File: src/sv/ipsnr_pkg.sv
// Shared types and constants of the PSNR meter.
package ipsnr_pkg;

   localparam int SUM_W      = 40;
   localparam int PEAK_W     = 18;
   localparam int LOG_FRAC   = 24;
   localparam int ITER_W     = 5;
   localparam int MANT_W     = 32;
   localparam int K_W        = 26;
   localparam int PSNR_W     = 16;
   localparam int TOTAL_W    = 23;
   localparam int ROUND_SH   = 39;
   localparam int OUT_SH     = 40;

   localparam logic [PEAK_W-1:0] PEAK3 = 18'd195075;
   localparam logic [K_W-1:0]    K_DB  = 26'd50504453;

   typedef struct packed {
      logic acc_en;
      logic ld_b;
      logic ld_a;
      logic shift;
      logic ld_m;
      logic sq;
      logic sv_b;
      logic diff;
      logic scale;
      logic out_load;
   } dp_cmd_type;

   typedef struct packed {
      logic sse_zero;
      logic x_top;
      logic it_done;
   } dp_sts_type;

endpackage

File: src/sv/ipsnr_dp.sv
// Datapath of the PSNR meter: accumulators, log2 unit, scaling and result register.
module ipsnr_dp import ipsnr_pkg::*; #(
   parameter int MAX_PIXELS_LOG2 = 22
) (
   input  logic               clock,
   input  logic               reset,
   input  dp_cmd_type         cmd,
   input  logic [47:0]        pix_data,
   output dp_sts_type         sts,
   output logic [PSNR_W-1:0]  psnr_db,
   output logic               identical,
   output logic [TOTAL_W-1:0] pixel_total
);

   localparam int CNT_W  = MAX_PIXELS_LOG2 + 1;
   localparam int PROD_W = MAX_PIXELS_LOG2 + PEAK_W;
   localparam int X_W    = (PROD_W > SUM_W) ? PROD_W : SUM_W;
   localparam int EXP_W  = $clog2(X_W);
   localparam int LOG_W  = EXP_W + LOG_FRAC;
   localparam int SCL_W  = LOG_W + K_W + 1;

   logic [SUM_W-1:0]    sse_ff, sse_in;
   logic [CNT_W-1:0]    cnt_ff, cnt_in;
   logic [PROD_W-1:0]   prod_ff, prod_in;
   logic [X_W-1:0]      x_ff, x_in;
   logic [EXP_W-1:0]    e_ff, e_in;
   logic [MANT_W-1:0]   m_ff, m_in;
   logic [LOG_FRAC-1:0] frac_ff, frac_in;
   logic [ITER_W-1:0]   it_ff, it_in;
   logic [LOG_W-1:0]    lb_ff, lb_in;
   logic [LOG_W-1:0]    d_ff, d_in;
   logic [SCL_W-1:0]    scl_ff, scl_in;
   logic [PSNR_W-1:0]   psnr_ff, psnr_in;
   logic                ident_ff, ident_in;
   logic [TOTAL_W-1:0]  total_ff, total_in;

   logic [7:0]          a0, a1, a2, b0, b1, b2, d0, d1, d2;
   logic [17:0]         pix_err;
   logic [SUM_W:0]      sse_add;
   logic [2*MANT_W-1:0] sq_full;
   logic [MANT_W:0]     sq_top;
   logic [LOG_W-1:0]    la;
   logic [PSNR_W-1:0]   sat_val;

   assign a0 = pix_data[7:0];
   assign a1 = pix_data[15:8];
   assign a2 = pix_data[23:16];
   assign b0 = pix_data[31:24];
   assign b1 = pix_data[39:32];
   assign b2 = pix_data[47:40];

   always_comb begin
      d0 = (a0 > b0) ? (a0 - b0) : (b0 - a0);
      d1 = (a1 > b1) ? (a1 - b1) : (b1 - a1);
      d2 = (a2 > b2) ? (a2 - b2) : (b2 - a2);
      pix_err = 18'(d0 * d0) + 18'(d1 * d1) + 18'(d2 * d2);
      sse_add = {1'b0, sse_ff} + (SUM_W+1)'(pix_err);

      sse_in = sse_ff;
      cnt_in = cnt_ff;
      if (cmd.acc_en && !cnt_ff[CNT_W-1]) begin
         sse_in = sse_add[SUM_W] ? {SUM_W{1'b1}} : sse_add[SUM_W-1:0];
         cnt_in = cnt_ff + 1'b1;
      end
      if (cmd.out_load) begin
         sse_in = '0;
         cnt_in = '0;
      end
   end

   assign prod_in = PROD_W'(cnt_ff) * PROD_W'(PEAK3);

   always_comb begin
      sq_full = (2*MANT_W)'(m_ff) * (2*MANT_W)'(m_ff);
      sq_top  = sq_full[2*MANT_W-1:MANT_W-1];
      la      = {e_ff, frac_ff};

      x_in    = x_ff;
      e_in    = e_ff;
      m_in    = m_ff;
      frac_in = frac_ff;
      it_in   = it_ff;
      lb_in   = lb_ff;
      d_in    = d_ff;
      if (cmd.ld_b) begin
         x_in = X_W'(sse_ff);
         e_in = EXP_W'(X_W - 1);
      end
      if (cmd.ld_a) begin
         x_in = X_W'(prod_ff);
         e_in = EXP_W'(X_W - 1);
      end
      if (cmd.shift) begin
         x_in = {x_ff[X_W-2:0], 1'b0};
         e_in = e_ff - 1'b1;
      end
      if (cmd.ld_m) begin
         m_in    = x_ff[X_W-1 -: MANT_W];
         frac_in = '0;
         it_in   = '0;
      end
      if (cmd.sq) begin
         m_in    = sq_top[MANT_W] ? sq_top[MANT_W:1] : sq_top[MANT_W-1:0];
         frac_in = {frac_ff[LOG_FRAC-2:0], sq_top[MANT_W]};
         it_in   = it_ff + 1'b1;
      end
      if (cmd.sv_b) begin
         lb_in = la;
      end
      if (cmd.diff) begin
         d_in = (la > lb_ff) ? (la - lb_ff) : '0;
      end
   end

   always_comb begin
      scl_in = scl_ff;
      if (cmd.scale) begin
         scl_in = SCL_W'(d_ff) * SCL_W'(K_DB) + (SCL_W'(1) << ROUND_SH);
      end
      sat_val = (scl_ff[SCL_W-1:OUT_SH+PSNR_W] != '0) ? {PSNR_W{1'b1}}
                                                      : scl_ff[OUT_SH+PSNR_W-1:OUT_SH];
      psnr_in  = psnr_ff;
      ident_in = ident_ff;
      total_in = total_ff;
      if (cmd.out_load) begin
         psnr_in  = sts.sse_zero ? '0 : sat_val;
         ident_in = sts.sse_zero;
         total_in = TOTAL_W'(cnt_ff);
      end
   end

   always_ff @(posedge clock) begin
      if (reset) begin
         sse_ff <= '0;
         cnt_ff <= '0;
      end else begin
         sse_ff <= sse_in;
         cnt_ff <= cnt_in;
      end
   end

   always_ff @(posedge clock) begin
      prod_ff  <= prod_in;
      x_ff     <= x_in;
      e_ff     <= e_in;
      m_ff     <= m_in;
      frac_ff  <= frac_in;
      it_ff    <= it_in;
      lb_ff    <= lb_in;
      d_ff     <= d_in;
      scl_ff   <= scl_in;
      psnr_ff  <= psnr_in;
      ident_ff <= ident_in;
      total_ff <= total_in;
   end

   assign sts.sse_zero = (sse_ff == '0);
   assign sts.x_top    = x_ff[X_W-1];
   assign sts.it_done  = (it_ff == ITER_W'(LOG_FRAC));

   assign psnr_db     = psnr_ff;
   assign identical   = ident_ff;
   assign pixel_total = total_ff;

endmodule

File: src/sv/ipsnr_ctrl.sv
// Controller of the PSNR meter: sequences accumulation, the two logs and the result.
module ipsnr_ctrl import ipsnr_pkg::*; (
   input  logic       clock,
   input  logic       reset,
   input  logic       req_tvalid,
   input  logic       req_tlast,
   input  logic       rsp_tready,
   input  dp_sts_type sts,
   output dp_cmd_type cmd,
   output logic       req_tready,
   output logic       rsp_tvalid
);

   typedef enum logic [2:0] {
      RUN,
      CHECK,
      NORM,
      SQUARE,
      SCALE,
      FINISH
   } state_type;

   state_type state_ff, state_in;
   logic      phase_a_ff, phase_a_in;
   logic      out_valid_ff, out_valid_in;
   logic      accept;

   assign req_tready = (state_ff == RUN);
   assign rsp_tvalid = out_valid_ff;
   assign accept     = req_tvalid && req_tready;

   always_comb begin
      cmd          = '0;
      state_in     = state_ff;
      phase_a_in   = phase_a_ff;
      out_valid_in = out_valid_ff && !rsp_tready;
      case (state_ff)
         RUN: begin
            cmd.acc_en = accept;
            if (accept && req_tlast) begin
               state_in = CHECK;
            end
         end
         CHECK: begin
            if (sts.sse_zero) begin
               state_in = FINISH;
            end else begin
               cmd.ld_b   = 1'b1;
               phase_a_in = 1'b0;
               state_in   = NORM;
            end
         end
         NORM: begin
            if (sts.x_top) begin
               cmd.ld_m = 1'b1;
               state_in = SQUARE;
            end else begin
               cmd.shift = 1'b1;
            end
         end
         SQUARE: begin
            if (!sts.it_done) begin
               cmd.sq = 1'b1;
            end else if (!phase_a_ff) begin
               cmd.sv_b   = 1'b1;
               cmd.ld_a   = 1'b1;
               phase_a_in = 1'b1;
               state_in   = NORM;
            end else begin
               cmd.diff = 1'b1;
               state_in = SCALE;
            end
         end
         SCALE: begin
            cmd.scale = 1'b1;
            state_in  = FINISH;
         end
         FINISH: begin
            if (!out_valid_ff || rsp_tready) begin
               cmd.out_load = 1'b1;
               out_valid_in = 1'b1;
               state_in     = RUN;
            end
         end
         default: begin
            state_in = RUN;
         end
      endcase
   end

   always_ff @(posedge clock) begin
      if (reset) begin
         state_ff     <= RUN;
         phase_a_ff   <= 1'b0;
         out_valid_ff <= 1'b0;
      end else begin
         state_ff     <= state_in;
         phase_a_ff   <= phase_a_in;
         out_valid_ff <= out_valid_in;
      end
   end

endmodule

File: src/sv/image_psnr_meter.sv
// PSNR meter top level: pixel-pair stream in, Q8.8 dB result out.
// Throughput: one pixel pair per cycle while accumulating; a nonzero-error frame result
// is then computed by the shared log2 unit (one shift, then one 32x32 squaring, per cycle).
// No pixels are taken until the result is loaded; the result register holds until taken.
// Synchronous active-high reset clears both accumulators and the handshake state.
module image_psnr_meter import ipsnr_pkg::*; #(
   parameter int MAX_PIXELS_LOG2 = 22
) (
   input  logic        clock,
   input  logic        reset,
   input  logic        req_tvalid,
   output logic        req_tready,
   // first_ch0, first_ch1, first_ch2, second_ch0, second_ch1, second_ch2
   input  logic [47:0] req_tdata,
   input  logic        req_tlast,
   output logic        rsp_tvalid,
   input  logic        rsp_tready,
   // psnr_db[15:0], pixel_total[38:16], zero pad[39]
   output logic [39:0] rsp_tdata,
   // identical
   output logic        rsp_tuser
);

   dp_cmd_type         cmd;
   dp_sts_type         sts;
   logic [PSNR_W-1:0]  psnr_db;
   logic [TOTAL_W-1:0] pixel_total;

   ipsnr_ctrl u_ctrl (
      .clock      (clock),
      .reset      (reset),
      .req_tvalid (req_tvalid),
      .req_tlast  (req_tlast),
      .rsp_tready (rsp_tready),
      .sts        (sts),
      .cmd        (cmd),
      .req_tready (req_tready),
      .rsp_tvalid (rsp_tvalid)
   );

   ipsnr_dp #(
      .MAX_PIXELS_LOG2 (MAX_PIXELS_LOG2)
   ) u_dp (
      .clock       (clock),
      .reset       (reset),
      .cmd         (cmd),
      .pix_data    (req_tdata),
      .sts         (sts),
      .psnr_db     (psnr_db),
      .identical   (rsp_tuser),
      .pixel_total (pixel_total)
   );

   assign rsp_tdata = {1'b0, pixel_total, psnr_db};

   a_last_stalls_input: assert property (@(posedge clock) disable iff (reset)
      (req_tvalid && req_tready && req_tlast) |=> !req_tready)
      else $error("input still open after last pixel");

   a_mid_frame_ready: assert property (@(posedge clock) disable iff (reset)
      (req_tvalid && req_tready && !req_tlast) |=> req_tready)
      else $error("input closed mid frame");

   a_identical_zero: assert property (@(posedge clock) disable iff (reset)
      (rsp_tvalid && rsp_tuser) |-> (rsp_tdata[15:0] == 16'd0))
      else $error("identical result with nonzero psnr");

endmodule
File: config.mk
export PLATFORM = sky130hd
export DESIGN_NAME = image_psnr_meter
export DESIGN_NICKNAME = d
export VERILOG_FILES = /design/src/sv/ipsnr_pkg.sv /design/src/sv/ipsnr_dp.sv /design/src/sv/ipsnr_ctrl.sv /design/src/sv/image_psnr_meter.sv
export SDC_FILE = /design/constraint.sdc
export NUM_CORES = 2
export LEC_CHECK = 0
export BUFFER_PORTS_ARGS = -buffer_cell sky130_fd_sc_hd__buf_2
export CORE_MARGIN = 10
export CORE_UTILIZATION = 45
export CTS_BUF_LIST = sky130_fd_sc_hd__clkbuf_4 sky130_fd_sc_hd__clkbuf_8
export CTS_CLUSTER_DIAMETER = 120
export CTS_CLUSTER_SIZE = 40
export DETAILED_ROUTE_END_ITERATION = 16
export PLACE_DENSITY = 0.66
export SYNTH_ARGS = -nofsm -noshare
export SYNTH_HDL_FRONTEND = slang
export SYNTH_SLANG_ARGS = --single-unit
File: constraint.sdc
create_clock -name clock -period 23.5 [get_ports clock]
set_input_delay 4.7 -clock clock [delete_from_list [all_inputs] [get_ports clock]]
set_output_delay 4.7 -clock clock [all_outputs]
set_load 0.02 [all_outputs]
# Yosys cells after proc, flatten, opt, wreduce, memory -nomap -nowiden
# Index checks and enable logic that the tools add are counted.
# Widths: inputs -> output; s select.
[word_totals]
register_bits = 372
inputBits = 53
[op_classes]
add_sub_neg = 14
mul = 6
n_lt_le_gt_ge = 4
eq_ne = 11
mux = 46
reduce_logical = 17
[ops]
columns = ["op", "n"]
rows = [
  ["$mux 40", 4],
  ["$mux 32", 3],
  ["$mul 32x32->64", 1],
  ["$add 56x40->57 const B", 1],
  ["$mul 30x26->56 const B", 1],
  ["$mul 8x8->16", 3],
  ["$mux 24", 2],
  ["$sub 8x8->8", 6],
  ["$add 40x18->41", 1],
  ["$logic_not 40->1", 1],
  ["$mul 23x18->40 const B", 1],
  ["$gt 30x30->1", 1],
  ["$sub 30x30->30", 1],
  ["$gt 8x8->1", 3],
  ["$mux 8", 3],
  ["$add 23x1->23 const B", 1],
  ["$mux 3", 7],
  ["$add 18x16->18", 1],
  ["$mux 6", 3],
  ["$pmux 3 s6", 1],
  ["$add 16x16->17", 1],
  ["$mux 1", 17],
  ["$mux 16", 1],
  ["$mux 5", 2],
  ["19 further kinds", 32],
]

# Depth between registers and ports, before layout
[depth]
depth_word = 7
mapped_depth = 57
mapped_depth_nobuf = 55

# Cells and area by module
# Synthesis repeated with hierarchy kept, for this count alone.
[unflattened]
cells_unflattened = 6840
hier_area_um2 = 66359.9
[modules_own_cells]
columns = ["mod", "n_inst", "cells_each", "area_per_inst_um2"]
rows = [
  ["ipsnr_dp", 1, 6785, 65975.8],
  ["ipsnr_ctrl", 1, 53, 372.9],
  ["image_psnr_meter", 1, 2, 11.3],
]

# Worst setup path after synthesis
# No wires, ideal clock.
[synth_path]
path_type = "input -> register"
start = "input port req_tdata[0]"
end = "register u_dp.sse_ff[10]"
t_arrival_ns = 16.604
slack_ns = 6.775
stages = 54
cell_sequence = "inv_1 ha_1 inv_1 fa_1 a21o_1 a21oi_1 o22ai_1 o22a_1 or3b_1 a31oi_1 o21ai_1 nand2_1 xor2_1 and2_1 inv_1 fa_1 fa_1 fa_1 [... 18 more ...] o21bai_1 a21oi_1 o21bai_1 a21oi_1 o21bai_1 a21oi_1 o21ai_0 nor4b_1 a211o_1 ha_1 nand2_1 o31a_1 o41ai_1 or2_2 clkbuf_1 a41oi_2 buf_2 a21oi_1"
[synth_between]
elab_chain_len = 7
[synth_rtl]
columns = ["element", "line_no", "text"]
rows = [
  ["from (decl)", "image_psnr_meter.sv:14", "input logic [47:0] req_tdata,"],
  ["$sub 8x8->8 / $gt 8x8->1 (equally long branches)", "ipsnr_dp.sv:53", "d0 = (a0 > b0) ? (a0 - b0) : (b0 - a0);"],
  ["$mux 8 *", "ipsnr_dp.sv:53", ""],
  ["$mul 8x8->16 *", "ipsnr_dp.sv:56", "pix_err = 18'(d0 * d0) + 18'(d1 * d1) + 18'(d2 * d2);"],
  ["$add 16x16->17 *", "ipsnr_dp.sv:56", ""],
  ["$add 18x16->18 *", "ipsnr_dp.sv:56", ""],
  ["$add 40x18->41 *", "ipsnr_dp.sv:57", "sse_add = {1'b0, sse_ff} + (SUM_W+1)'(pix_err);"],
  ["$mux 40 *", "ipsnr_dp.sv:62", "sse_in = sse_add[SUM_W] ? {SUM_W{1'b1}} : sse_add[SUM_W-1:0];"],
  ["to (signal assigned)", "ipsnr_dp.sv:137", "sse_ff <= sse_in;"],
  ["to (decl)", "ipsnr_dp.sv:22", "logic [SUM_W-1:0] sse_ff, sse_in;"],
]
# Every way passes the cells marked *; elsewhere a longest branch is shown, timed or not.
# A chain may end at the register's enable or synchronous reset.

# Final worst setup path
[layout_path]
start = "input port req_tdata[0]"
end = "register u_dp.sse_ff[0]"
# Same word-level chain as after synthesis.

==> results.txt <==
* Routed len/inst: between 15 and 20 um
* Post-CTS setup buffer count: 0
- Layout cell share with drive strength beyond 1: 0.03257
- Filler cell count in the final layout: about 14000
- Fin Setup TNS: 0 ns
- First-pass GRT wire length: between 200000 and 300000 um
- Entering global routing, the biggest net connects between 80 and 90 pins.
* Origin of the critical flop-to-flop path: u_dp.m_ff[10]
* Via total after detailed routing: 45001
- At the end of the flow, the number of nets in the layout was between 8000 and 9000.
- Data on the critical path arrives at its endpoint at roughly 18 ns.
* Most congested layer reported by global routing: met2
* Syn_area_per_cell: slightly below 10 um^2
* Kind of launch point of the worst setup path: primary input
- WL final: between 150000 and 200000 um
* Gates resized, CTS repair: 0
* Area growth from synthesis to final layout: 4.481%
- Counting flops and latches in the post-synthesis netlist gives approximately 330.
- Most frequent cells after synthesis: 1763 x inv_1, 1218 x fa_1, 935 x ha_1
- Counting flops with a built-in enable in the synthesized netlist gives between 200 and 250.
* Core region area: around 150000 um^2
- The number of global-route vias before repair came to 48941.
- Of the synthesized area, sequential elements account for 0.1345.
- Total DRC errors in the routed layout: 0
* Final count of pins violating max slew: 0
* FF+latch area: 8879 um^2
- Static timing analysis puts the maximum clock frequency at ~56 MHz.
* Number of buffers inserted during clock tree synthesis: 14
* Worst slack at placement: between 5 and 6 ns
- Height of the chip: between 400 and 500 um
- The first TritonRoute pass finished after 5 iterations.
- The later pin in the worst-skew pair is clocked with a latency of about 0.64 ns.
- In this run the worst hold path is classified as reg2reg.
* Capturing element type of the critical path: flip-flop
* Most repeated cell in the gate-level netlist after synthesis: inv_1
- Clock slew at the register clock pins of the worst setup and hold paths: around 0.23 ns
- Smallest hold slack: 0.4761 ns
* Gate Count Post-Synth: 6789
- Slowest cell delay on critical path: between 0.6 and 0.7 ns
* Initial DRC count: 2644
- Starting density of the core: 0.4529
* Leading cell types by total area after synthesis: fa_1 37%, ha_1 18%, edfxtp_1 10%
* Setup-failing EPs final: 0
- Syn Std Cell Area: around 66000 um^2
- In this run the remaining antenna-violating nets after routing total 0.
- Hpwl dp: around 130000 um
- The final-report hold violation count was 0.
- At the end of routability-driven placement, the weighted congestion stood at 0.9118.
- For flop-to-flop paths, the worst setup slack is 13.98 ns.
* Initial antenna violation count: 3
- Buffers placed on the I/O ports in this run total 94.
- Yosys printed 0 warnings.
- RSZ-0062 raised after global routing: no
- Total of max-cap violations: 0
- Ys flop type: edfxtp_1
* CTS Hold Bufs: 0
* Core occupancy in the finished layout: 0.4732
- TritonCTS built the clock tree.
* Worst setup path endpoint: u_dp.sse_ff[0]
* Worst Max-Slew Pin Slew: approximately 1.1 ns
- On the final layout, the worst clock skew is between 0.1 and 0.15 ns.
- Number of buffers on the longest clock path: 3
- CTS built an H-tree with a depth of 1.
- Path depth of the worst reg2reg path: 29
- The floorplan step defined a die boundary enclosing ~160000 um^2.
- The largest individual stage delay along the critical path comes from the cell o41ai_1.
* Startpoint-to-endpoint class of the critical path: in2reg
- Area of the multi-input gates: approximately 50000 um^2
* Number of sinks on the clock net: 332
- Max-Slew Margin vs Limit: 0.2621
- The number of different library cells used by synthesis comes to slightly above 90.
- Post-layout min period: 17.78 ns
- Final worst path period share: 0.7566
* Via density per instance: approximately 5.2
* Remaining global-route overflow: 0
- For this run, asynchronously set or reset flops after synthesis account for 0.
* Boundary Pins: 96
* Status: complete, no violations
* Fraction of synthesized cell area taken by the top area cell type: 0.3694
- Along the worst path, the maximum fanout reaches 18.
- Met2 GRT Util: 0.3453
- Total track usage: 0.1963
- Setup crit start: req_tdata[0]
- Cell type with the highest aggregate area in the netlist: fa_1
- CTS placed an instance of clkbuf_8 at the clock tree root.
- Required time of the critical path: about 24 ns
* Cell mode on critical path: fa_1
* Endpoint of the worst-slack reg-to-reg timing path: u_dp.m_ff[26]
* Met3 Use GR: 0.01776
- Measured along the x axis, the die boundary spans roughly 400 um.
* Floorplan row count: 140
- Worst setup margin: about 5.7 ns
- GR Util met1: 0.2625
==> how the worst min path moves through the flow <==
| stage | slack, ns | start | end | depth (start not counted) |
|---|---|---|---|---|
| after global placement | 0.43 | u_dp.prod_ff[0] | u_dp.x_ff[0] | 2 |
| after detailed placement | 0.43 | u_dp.prod_ff[0] | u_dp.x_ff[0] | 2 |
| after CTS | 0.49 | u_dp.prod_ff[0] | u_dp.x_ff[0] | 2 |
| after floorplan | 0.40 | u_dp.prod_ff[0] | u_dp.x_ff[0] | 2 |
| after global routing | 0.51 | u_dp.prod_ff[0] | u_dp.x_ff[0] | 2 |
| final | 0.48 | u_dp.prod_ff[0] | u_dp.x_ff[0] | 2 |
==> per-stage QoR <==
step / std cells / cell area (um^2)
6_report: 8704 / 68970
5_1_grt: 8703 / 68970
4_1_cts: 8703 / 68970
3_5_place_dp: 8679 / 68620
3_3_place_gp: 8679 / 68620
2_1_floorplan: 6790 / 66020
==> layout by cell type, fill, tap and decap left out, types with 13 or more instances in the layout <==
| cell type | count |
|---|---|
| buf_4 | 46 |
| nand2_1 | 476 |
| o21bai_1 | 38 |
| nor4_1 | 16 |
| or2_2 | 18 |
| edfxtp_1 | 223 |
| and2_1 | 231 |
| nand2b_1 | 26 |
| dfxtp_1 | 109 |
| mux2i_1 | 77 |
| nand3_1 | 52 |
| nor3_1 | 47 |
| xnor2_1 | 134 |
| or3_1 | 13 |
| nand4_1 | 42 |
| o21ai_0 | 157 |
| o21a_1 | 16 |
| a21o_1 | 120 |
| nor2_1 | 309 |
| xor2_1 | 92 |
| inv_1 | 1763 |
| and3_1 | 21 |
| nor2b_1 | 25 |
| buf_2 | 94 |
| a31oi_1 | 22 |
| fa_1 | 1218 |
| ha_1 | 935 |
| a21oi_1 | 238 |
| clkbuf_8 | 15 |
==> final cells by class <==
cell class | instances | area share
timing repair buffer | 140 | 0.01183
antenna | 1 | 0.00003628
inverter | 1769 | 0.09628
sequential | 332 | 0.1287
multi-input combinational | 4521 | 0.7234
clock inverter | 6 | 0.001651
tap | 1917 | 0.03478
clock buffer | 18 | 0.003320
==> sequential cells by signal, indices dropped and copies added (netlist names) <==
| name | cells |
|---|---|
| u_ctrl.phase_a_ff | 1 |
| u_ctrl.rsp_tvalid | 1 |
| u_ctrl.state_ff | 3 |
| u_dp.cnt_ff | 23 |
| u_dp.d_ff | 30 |
| u_dp.e_ff | 6 |
| u_dp.frac_ff | 24 |
| u_dp.identical | 1 |
| u_dp.it_ff | 5 |
| u_dp.lb_ff | 30 |
| u_dp.m_ff | 32 |
| u_dp.pixel_total | 23 |
| u_dp.prod_ff | 40 |
| u_dp.psnr_db | 16 |
| u_dp.scl_ff | 17 |
| u_dp.sse_ff | 40 |
| u_dp.x_ff | 40 |
==> routing by layer <==
layer | vias to the layer above | share of wire | wire length [um]
met5 | - | 0 | 0
met2 | 1092 | 0.49 | 77700
met1 | 22708 | 0.43 | 67520
met4 | 0 | 0.024 | 3830
met3 | 209 | 0.052 | 8207
li1 | 20992 | - | -
==> kinds of logic (layout without fill, tap and decap cells) <==
family | Yosys count | after routing | share of synthesized area
fa+ha+maj | 2153 | 2153 | 0.5466
buf+inv | 1937 | 1933 | 0.1106
other cells | 1 | 3 | 0.00005681
simple gates | 1331 | 1331 | 0.09604
xor+xnor | 228 | 228 | 0.03036
flops | 332 | 332 | 0.1345
mux | 83 | 83 | 0.01270
compound gates | 724 | 724 | 0.06911
==> critical path: cells and delay by family <==
kind	cells	cell delay [ns]
XOR/XNOR	2	0.78
buffers and inverters	11	0.65
AND/OR/NAND/NOR	6	1.35
adder cells (fa/ha/maj)	15	6.55
AO/OA/AOI/OAI	18	4.27
Power is not shown: default switching activity piles up to over one toggle a cycle in this logic, so the estimate is an artifact.
